==> config.mk <==
export PLATFORM = sky130hd
export DESIGN_NAME = tcw_seq
export DESIGN_NICKNAME = d
export VERILOG_FILES = /design/src/sv/tcw_pkg.sv /design/src/sv/tcw_seq.sv
export SDC_FILE = /design/constraint.sdc
export NUM_CORES = 1
export LEC_CHECK = 0
export ABC_AREA = 1
export BUFFER_PORTS_ARGS = -buffer_cell sky130_fd_sc_hd__buf_4
export CAP_MARGIN = 20
export CORE_ASPECT_RATIO = 1.1
export CORE_MARGIN = 8
export CORE_UTILIZATION = 47
export DETAILED_ROUTE_END_ITERATION = 10
export PLACE_DENSITY_LB_ADDON = 0.08
export SETUP_SLACK_MARGIN = 0.5
export SLEW_MARGIN = 20
export SYNTH_ARGS = -nofsm -noshare
export SYNTH_HDL_FRONTEND = slang
export SYNTH_SLANG_ARGS = --single-unit
==> constraint.sdc <==
create_clock -name clk -period 2.1 [get_ports clk]
set_clock_uncertainty 0.1 [all_clocks]
set_input_delay 0.105 -clock clk [delete_from_list [all_inputs] [get_ports clk]]
set_output_delay 0.105 -clock clk [all_outputs]
set_load 0.02 [all_outputs]
==> src/sv/tcw_pkg.sv <==
// Shared types, codes and the microcode table of the text console character writer.
package tcw_pkg;

    // Request codes.
    localparam logic [1:0] RQ_PUT   = 2'd0;
    localparam logic [1:0] RQ_READ  = 2'd1;
    localparam logic [1:0] RQ_CLEAR = 2'd2;

    // Character codes with a meaning of their own.
    localparam logic [7:0] CH_NUL   = 8'h00;
    localparam logic [7:0] CH_BS    = 8'h08;
    localparam logic [7:0] CH_TAB   = 8'h09;
    localparam logic [7:0] CH_LF    = 8'h0A;
    localparam logic [7:0] CH_CR    = 8'h0D;
    localparam logic [7:0] CH_SPACE = 8'h20;

    // Register indexes on the configuration port.
    localparam logic REG_FORE = 1'b0;
    localparam logic REG_BACK = 1'b1;

    // Microcode address.
    typedef logic [4:0] upc_t;

    localparam upc_t U_IDLE    = 5'd0;
    localparam upc_t U_DONE    = 5'd1;
    localparam upc_t U_RST     = 5'd2;
    localparam upc_t U_ZFILL_R = 5'd3;
    localparam upc_t U_CLEAR   = 5'd4;
    localparam upc_t U_BFILL   = 5'd5;
    localparam upc_t U_READ    = 5'd6;
    localparam upc_t U_NEWLINE = 5'd7;
    localparam upc_t U_CR      = 5'd8;
    localparam upc_t U_BACK    = 5'd9;
    localparam upc_t U_BACK2   = 5'd10;
    localparam upc_t U_BACK3   = 5'd11;
    localparam upc_t U_TAB     = 5'd12;
    localparam upc_t U_PUT     = 5'd13;
    localparam upc_t U_STORE_B = 5'd14;
    localparam upc_t U_SETTLE  = 5'd15;
    localparam upc_t U_CONT    = 5'd16;
    localparam upc_t U_TABNEXT = 5'd17;
    localparam upc_t U_SCROLL  = 5'd18;
    localparam upc_t U_SC_RD   = 5'd19;
    localparam upc_t U_SC_WR   = 5'd20;
    localparam upc_t U_SC_ZERO = 5'd21;
    localparam upc_t U_SC_END  = 5'd22;

    // Memory operations.
    typedef logic [2:0] mem_op_t;

    localparam mem_op_t M_NONE         = 3'd0;
    localparam mem_op_t M_WR_CUR_CHR   = 3'd1;
    localparam mem_op_t M_WR_CUR_BLANK = 3'd2;
    localparam mem_op_t M_WR_IDX_ZERO  = 3'd3;
    localparam mem_op_t M_WR_IDX_BLANK = 3'd4;
    localparam mem_op_t M_WR_IDX_COPY  = 3'd5;
    localparam mem_op_t M_RD_REQ       = 3'd6;
    localparam mem_op_t M_RD_COPY      = 3'd7;

    // Cursor operations.
    typedef logic [2:0] cur_op_t;

    localparam cur_op_t CUR_NONE    = 3'd0;
    localparam cur_op_t CUR_COL_INC = 3'd1;
    localparam cur_op_t CUR_NEWLINE = 3'd2;
    localparam cur_op_t CUR_CR      = 3'd3;
    localparam cur_op_t CUR_BACK    = 3'd4;
    localparam cur_op_t CUR_HOME    = 3'd5;
    localparam cur_op_t CUR_ROW_DEC = 3'd6;

    // Sweep index operations.
    typedef logic [1:0] idx_op_t;

    localparam idx_op_t IDX_HOLD = 2'd0;
    localparam idx_op_t IDX_CLR  = 2'd1;
    localparam idx_op_t IDX_INC  = 2'd2;

    // Tab counter operations.
    typedef logic [1:0] cnt_op_t;

    localparam cnt_op_t CNT_HOLD = 2'd0;
    localparam cnt_op_t CNT_LOAD = 2'd1;
    localparam cnt_op_t CNT_DEC  = 2'd2;

    // Jump conditions.
    typedef logic [3:0] cond_t;

    localparam cond_t J_NEVER     = 4'd0;
    localparam cond_t J_ALWAYS    = 4'd1;
    localparam cond_t J_DISPATCH  = 4'd2;
    localparam cond_t J_OUT_FREE  = 4'd3;
    localparam cond_t J_IDX_END   = 4'd4;
    localparam cond_t J_COPY_MORE = 4'd5;
    localparam cond_t J_ROW_OVER  = 4'd6;
    localparam cond_t J_TAB_ZERO  = 4'd7;
    localparam cond_t J_AT_HOME   = 4'd8;

    // Tab writes this many further spaces after the first one.
    localparam logic [1:0] TAB_EXTRA = 2'd3;

    // One control word of the microprogram.
    typedef struct packed {
        mem_op_t mem_op;
        cur_op_t cur_op;
        idx_op_t idx_op;
        cnt_op_t cnt_op;
        cond_t   cond;
        logic    hold;
        logic    done;
        upc_t    target;
    } ctl_t;

    // Conditions reported by the datapath.
    typedef struct packed {
        logic out_free;
        logic idx_end;
        logic copy_more;
        logic row_over;
        logic tab_zero;
        logic at_home;
    } stat_t;

    function automatic ctl_t uword(mem_op_t m, cur_op_t c, idx_op_t i, cnt_op_t n,
                                   cond_t j, logic h, logic d, upc_t t);
        ctl_t w;
        w.mem_op = m;
        w.cur_op = c;
        w.idx_op = i;
        w.cnt_op = n;
        w.cond   = j;
        w.hold   = h;
        w.done   = d;
        w.target = t;
        return w;
    endfunction

    // The microprogram. A step jumps to its target (for a dispatch step, the entry that
    // dispatch gives) when its condition holds; otherwise it stays put when hold is set, or else falls through.
    function automatic ctl_t ucode_rom(upc_t a);
        ctl_t w;
        case (a)
            U_IDLE:    w = uword(M_NONE, CUR_NONE, IDX_HOLD, CNT_HOLD,
                                 J_DISPATCH, 1'b1, 1'b0, U_IDLE);
            U_DONE:    w = uword(M_NONE, CUR_NONE, IDX_HOLD, CNT_HOLD,
                                 J_OUT_FREE, 1'b1, 1'b1, U_IDLE);
            U_RST:     w = uword(M_NONE, CUR_NONE, IDX_CLR, CNT_HOLD,
                                 J_NEVER, 1'b0, 1'b0, U_IDLE);
            U_ZFILL_R: w = uword(M_WR_IDX_ZERO, CUR_NONE, IDX_INC, CNT_HOLD,
                                 J_IDX_END, 1'b1, 1'b0, U_IDLE);
            U_CLEAR:   w = uword(M_NONE, CUR_HOME, IDX_CLR, CNT_HOLD,
                                 J_NEVER, 1'b0, 1'b0, U_IDLE);
            U_BFILL:   w = uword(M_WR_IDX_BLANK, CUR_NONE, IDX_INC, CNT_HOLD,
                                 J_IDX_END, 1'b1, 1'b0, U_DONE);
            U_READ:    w = uword(M_RD_REQ, CUR_NONE, IDX_HOLD, CNT_HOLD,
                                 J_ALWAYS, 1'b0, 1'b0, U_DONE);
            U_NEWLINE: w = uword(M_NONE, CUR_NEWLINE, IDX_HOLD, CNT_HOLD,
                                 J_ALWAYS, 1'b0, 1'b0, U_SETTLE);
            U_CR:      w = uword(M_NONE, CUR_CR, IDX_HOLD, CNT_HOLD,
                                 J_ALWAYS, 1'b0, 1'b0, U_DONE);
            U_BACK:    w = uword(M_NONE, CUR_NONE, IDX_HOLD, CNT_HOLD,
                                 J_AT_HOME, 1'b0, 1'b0, U_DONE);
            U_BACK2:   w = uword(M_NONE, CUR_BACK, IDX_HOLD, CNT_HOLD,
                                 J_NEVER, 1'b0, 1'b0, U_IDLE);
            U_BACK3:   w = uword(M_WR_CUR_BLANK, CUR_NONE, IDX_HOLD, CNT_HOLD,
                                 J_ALWAYS, 1'b0, 1'b0, U_DONE);
            U_TAB:     w = uword(M_NONE, CUR_NONE, IDX_HOLD, CNT_LOAD,
                                 J_ALWAYS, 1'b0, 1'b0, U_STORE_B);
            U_PUT:     w = uword(M_WR_CUR_CHR, CUR_COL_INC, IDX_HOLD, CNT_HOLD,
                                 J_ALWAYS, 1'b0, 1'b0, U_SETTLE);
            U_STORE_B: w = uword(M_WR_CUR_BLANK, CUR_COL_INC, IDX_HOLD, CNT_HOLD,
                                 J_NEVER, 1'b0, 1'b0, U_IDLE);
            U_SETTLE:  w = uword(M_NONE, CUR_NONE, IDX_HOLD, CNT_HOLD,
                                 J_ROW_OVER, 1'b0, 1'b0, U_SCROLL);
            U_CONT:    w = uword(M_NONE, CUR_NONE, IDX_HOLD, CNT_HOLD,
                                 J_TAB_ZERO, 1'b0, 1'b0, U_DONE);
            U_TABNEXT: w = uword(M_NONE, CUR_NONE, IDX_HOLD, CNT_DEC,
                                 J_ALWAYS, 1'b0, 1'b0, U_STORE_B);
            U_SCROLL:  w = uword(M_NONE, CUR_NONE, IDX_CLR, CNT_HOLD,
                                 J_NEVER, 1'b0, 1'b0, U_IDLE);
            U_SC_RD:   w = uword(M_RD_COPY, CUR_NONE, IDX_HOLD, CNT_HOLD,
                                 J_NEVER, 1'b0, 1'b0, U_IDLE);
            U_SC_WR:   w = uword(M_WR_IDX_COPY, CUR_NONE, IDX_INC, CNT_HOLD,
                                 J_COPY_MORE, 1'b0, 1'b0, U_SC_RD);
            U_SC_ZERO: w = uword(M_WR_IDX_ZERO, CUR_NONE, IDX_INC, CNT_HOLD,
                                 J_IDX_END, 1'b1, 1'b0, U_SC_END);
            U_SC_END:  w = uword(M_NONE, CUR_ROW_DEC, IDX_HOLD, CNT_HOLD,
                                 J_ALWAYS, 1'b0, 1'b0, U_CONT);
            default:   w = uword(M_NONE, CUR_NONE, IDX_HOLD, CNT_HOLD,
                                 J_ALWAYS, 1'b0, 1'b0, U_IDLE);
        endcase
        return w;
    endfunction

    // Entry point of the routine that serves a newly accepted request.
    function automatic upc_t dispatch(logic [1:0] req, logic [7:0] ch);
        upc_t t;
        case (req)
            RQ_PUT:
            begin
                case (ch)
                    CH_NUL:  t = U_DONE;
                    CH_LF:   t = U_NEWLINE;
                    CH_TAB:  t = U_TAB;
                    CH_CR:   t = U_CR;
                    CH_BS:   t = U_BACK;
                    default: t = U_PUT;
                endcase
            end
            RQ_READ:  t = U_READ;
            RQ_CLEAR: t = U_CLEAR;
            default:  t = U_DONE;
        endcase
        return t;
    endfunction

endpackage

==> src/sv/tcw_seq.sv <==
// Microcode sequencer: step counter, control store lookup and jump logic.
module tcw_seq
    import tcw_pkg::*;
(
    input  logic       clk,
    input  logic       rst_n,
    input  logic       in_accept,
    input  logic [1:0] req_type,
    input  logic [7:0] char_code,
    input  stat_t      stat,
    output ctl_t       ctl,
    output logic       idle
);

    upc_t upc_reg;
    upc_t upc_next;
    logic take;

    // Current control word.
    assign ctl  = ucode_rom(upc_reg);
    assign idle = (upc_reg == U_IDLE);

    // Jump condition.
    always_comb
    begin
        case (ctl.cond)
            J_NEVER:     take = 1'b0;
            J_ALWAYS:    take = 1'b1;
            J_DISPATCH:  take = in_accept;
            J_OUT_FREE:  take = stat.out_free;
            J_IDX_END:   take = stat.idx_end;
            J_COPY_MORE: take = stat.copy_more;
            J_ROW_OVER:  take = stat.row_over;
            J_TAB_ZERO:  take = stat.tab_zero;
            J_AT_HOME:   take = stat.at_home;
            default:     take = 1'b0;
        endcase
    end

    // Next step.
    always_comb
    begin
        if (take)
        begin
            if (ctl.cond == J_DISPATCH)
            begin
                upc_next = dispatch(req_type, char_code);
            end
            else
            begin
                upc_next = ctl.target;
            end
        end
        else if (ctl.hold)
        begin
            upc_next = upc_reg;
        end
        else
        begin
            upc_next = upc_reg + 5'd1;
        end
    end

    // Step counter; reset starts the clearing pass.
    always_ff @(posedge clk or negedge rst_n)
    begin
        if (!rst_n)
        begin
            upc_reg <= U_RST;
        end
        else
        begin
            upc_reg <= upc_next;
        end
    end

endmodule

# == Word-level counts from Yosys, hierarchy flattened ==
# Memory sizes are Yosys's and may differ from the RTL's.
# Index checks and enable logic that the tools add are counted.
# totals
memories,1
rom_bits,672
register_bits,5
inputBits,19
# classes
n_eq_ne,15
mux,6
n_reduce_logical,3
addsub,1
# memory_table
name,words,word_bits,read_ports,rd_clocked_by_memory_dff,wr,line_no,text
(name not given),32,21,1,0,0,tcw_pkg.sv:141,case (a)
# op_table
cell,count
$eq 8x4->1 const B,4
$pmux 4 s5,1
$eq 4x3->1 const B,4
$mux 5,3
$pmux 5 s3,1
$eq 4x2->1 const B,2
$logic_not 8->1,1
$pmux 1 s8,1
$add 5x1->5 const B,1
$logic_not 5->1,1
$eq 4x1->1 const B,1
$eq 4x4->1 const B,1
$eq 2x1->1 const B,1
$eq 2x2->1 const B,1
$logic_not 2->1,1
$ne 2x1->1 const B,1

# == Logic depth before layout (Yosys ltp) ==
# depth
depth_word,5
mapped_depth,16
depth_no_buf,16

# == Worst setup path after synthesis ==
# OpenSTA, ideal clock, no wires.
# synth_path
path_kind,register to register
from,register upc_reg[1]
to,register upc_reg[3]
path_buffers,0
t_required_ns,1.923
setup_time_ns,0.077
arrival_ns,1.965
stages_incl_launch_ff,16
synth_period_minus_slack_ns,2.142
slack_ns,-0.042
path_cell_list,dfstp_2 inv_1 ha_1 inv_1 nand2_1 nand3_2 inv_1 nor2_4 nand2_1 inv_1 nand2_2 nand2_2 nor2_4 nand2_4 nand2_1 a21oi_1
# synth_lines
element,line_no,text
start: declaration,tcw_seq.sv:15,upc_t upc_reg;
start signal: assignment,tcw_seq.sv:73,upc_reg <= upc_next;

# == Worst setup path in the final report ==
# layout_path
from,register upc_reg[1]
to,register upc_reg[1]
# layout_via
elab_chain_len,4
elab_cells_between_ends,15
cone_classes,add/sub (1); eq/ne (9); mux (4); memory (1)
# layout_rtl
element,line_no,text
$mem_v2 32x21,n/a,
"$eq 4x4->1, or another cell as far along",tcw_seq.sv:26,case (ctl.cond)
$pmux 1 s8 / $mux 5 (equally long branches),"tcw_seq.sv:26, tcw_seq.sv:45",
$ne 2x1->1 (no line) / $mux 5 (equally long branches),n/a,
# Several ways; a longest one is shown, not always the timed one. The select of a mux whose other input is x is not followed.
# A chain may end at the register's enable or synchronous reset.

==> results.yml <==
status:
  outcome: "finished with violations"
  violated_checks: "negative setup slack"
synthesis:
  synth_sequential_area_ratio: 0.09182
  synth.top_cells.by_area: "nand2_1 (15%), ha_1 (11%), inv_1 (9.0%)"
  synth.distinct_cells: 36
  synthesis.yosys.warnings: 0
  synth_fp_nets: 255
  post_synth_instance_area_mm2: 0.001376
  synth.ff_latch_count: 5
  synth.largest_area_cell: "nand2_1"
  synthesis.area_per_instance_um2: 6.144
  synthDominantCellAreaShare: 0.1500
  syn-instance-count: 224
global_route:
  antenna_found_initial: 0
  grt_use_total: 0.1996
  grt_first_pass_wirelength_mm: 7.838
  grt.overflow.total: 0
  vias_in_the_first_global_route: 1795
  grt_max_degree: 14
placement:
  dp_hpwl_mm: 3.577
  globalplace.congestion: 0.8964
  numPortBuffers: 40
  dpl_worst_slack_ns: -0.02666
sta:
  period_share: 1.107
  final-hold-violation-count: 0
  setup_viol: 12
  worst_slack_ns: -0.2256
  transition_time_at_the_pin_with_the_least_slew_margin_ns: 0.3634
  highest_clock_frequency_the_design_can_meet_ghz: 0.4300
  slew_viol_final: 0
  final.min_clock_period_ns: 2.326
  rsz0062_at_grt: "yes"
  timing.max_slew.rel_slack: 0.7566
power_and_ir_drop:
  leakagePower_nw: 1.310
  power.density_cell_area_mw_per_mm2: 1958
  peakVddDrop_mv: 2.208
  design_power_total_mw: 5.213
critical_path:
  timing.critical_path.fanout_max: 7
  critPathLaunchType: "flop"
  end_kind: "flop"
  worstSetupPathType: "reg2reg"
  crit_arrival_ns: 2.43
  critical_path_required_ns: 2.20
die:
  num_rows: 20
  boundaryPins: 41
  chipHeight_um: 72.76
  core_mm2: 0.002778
  dieWidth_um: 67.60
  dieArea_mm2: 0.004918
  start_util: 0.4955
routing:
  via_count: 2290
  number_of_drc_violations_after_detailed_routing_iteration_0: 341
  drt-wirelength-per-cell_um: 23.59
  drc: 0
  wirelength_mm: 8.281
  drt-vias-per-instance: 6.524
  drt_pass1_iterations: 6
  antenna_left: 0
cells_and_area:
  finish.net_count: 350
  n_antenna_cell: 0
  area_delta_synth_final_pct: 93.45
  largest_register_ffs: 5
  post_route_cells_drive_above_1_share: 0.6321
  layout.cells.most_common_list: "buf_4 (59), nand2_1 (38), buf_6 (33)"
  multi_input_combinational_cell_area_mm2: 0.001433
  most_common_library_cell_in_the_layout_ignoring_fill_and_taps: "buf_4"
  sequential_cell_area_um2: 130.1
  layout.filler_cells: 69
clocking:
  cts_made_buffers: 3
  clk-insertion-delay-late_ns: 0.26
  clock_tree.htree_level_count: 1
  cts.sink_count: 5
  cts_tree: "done"
  cts_buffer_depth: 2
  clkSlewWorstSetupHoldPaths_ns: 0.05
  ctsRootBufferMaster: "clkbuf_4"
worst_hold_path:
  hold_class: "in2async"
job:
  drv.max_cap_violation_count: 0
cell type report:
| class | instances | share of cell area |
|---|---|---|
| clock buffer | 4 | 0.009868 |
| multi-input combinational | 175 | 0.5381 |
| tap | 33 | 0.01551 |
| timing repair buffer | 95 | 0.3228 |
| inverter | 39 | 0.06485 |
| sequential | 5 | 0.04887 |
power breakdown:
group	internal [mW]	switching [mW]
registers	0.157	0.102
clock network	0.0725	0.0499
logic	1.99	2.84
cells in the mapped netlist (all sizes together):
cell type,instances
a21oi,6
a221oi,1
a22oi,1
a32o,1
buf,5
clkinv,1
dfrtp,4
dfstp,1
ha,12
inv,38
nand2,65
nand3,28
nand3b,1
nand4,6
nor2,32
nor3,2
o211ai,1
o21ai,14
o221ai,1
o31ai,1
or2,1
xor2,2
per-layer routing:
metal	up-vias	share of wire	track usage	wire, um
li1	909	-	-	-
met1	1060	0.35	0.2359	2878
met2	243	0.47	0.3498	3856
met3	78	0.12	0.01997	966
met4	0	0.070	0.08140	579
met5	-	0	0	0
through the flow:
step / hold WS, ns / utilization / instance area [um2] / setup TNS, ns / cells
6_report: 0.09313 / 0.9586 / 2663 / -1.407 / 351
5_1_grt: 0.09962 / 0.9586 / 2663 / -1.666 / 351
4_1_cts: 0.08306 / 0.7829 / 2175 / 0 / 329
3_5_place_dp: -0.1918 / 0.6892 / 1914 / -0.05319 / 313
3_3_place_gp: -0.1917 / 0.6892 / 1914 / -0.009228 / 313
2_1_floorplan: -0.2906 / - / 1468 / 0 / 224
cells by family (layout without fill, tap and decap cells):
| logic type | count (synthesis) | after routing | synth area share |
|---|---|---|---|
| DFF | 5 | 5 | 0.09182 |
| and+or+nand+nor | 135 | 135 | 0.5255 |
| adders and majority gates | 12 | 12 | 0.1091 |
| xor gates and xnor gates | 2 | 2 | 0.01273 |
| buffers and inverters | 44 | 138 | 0.1464 |
| AOI/OAI and AO/OA | 26 | 26 | 0.1146 |
final timing paths:
check                                       startpoint                endpoint  slack (ns)  cells past startpoint
worst max-delay path            upc_reg[1]$_DFFE_PN1P_  upc_reg[1]$_DFFE_PN1P_       -0.23                     15
worst min-delay path                             rst_n  upc_reg[0]$_DFFE_PN0P_        0.09                      2
min in group clk                             in_accept  upc_reg[0]$_DFFE_PN0P_        0.22                      6
worst max register to register  upc_reg[1]$_DFFE_PN1P_  upc_reg[1]$_DFFE_PN1P_       -0.23                     15
worst min register to register  upc_reg[2]$_DFFE_PN0P_  upc_reg[2]$_DFFE_PN0P_        0.67                      2
max in group asynchronous                        rst_n  upc_reg[1]$_DFFE_PN1P_        1.61                      2
critical path, cell delays in order (launching register included):
cell and delay, ns:
dfstp_2 0.61, inv_4 0.08, ha_2 0.21, nand2_1 0.10
nand3_2 0.14, nand2_2 0.14, nor2_4 0.05, nand2_1 0.07
inv_1 0.06, nand2_2 0.08, nand2_2 0.07, nor2_4 0.12
nand2_4 0.11, nor2_4 0.17, nand2_1 0.08, nand2_1 0.07
repair_timing:
item / 4_1_cts / 5_1_grt
hold endpoints to repair: 5 / 0
setup endpoints to repair: 27 / 27
setup buffers: 11 / 22
hold buffers: 1 / 0
pin swaps: 19 / 31
resized for setup: 38 / 80
(Power assumes the default switching activity.)
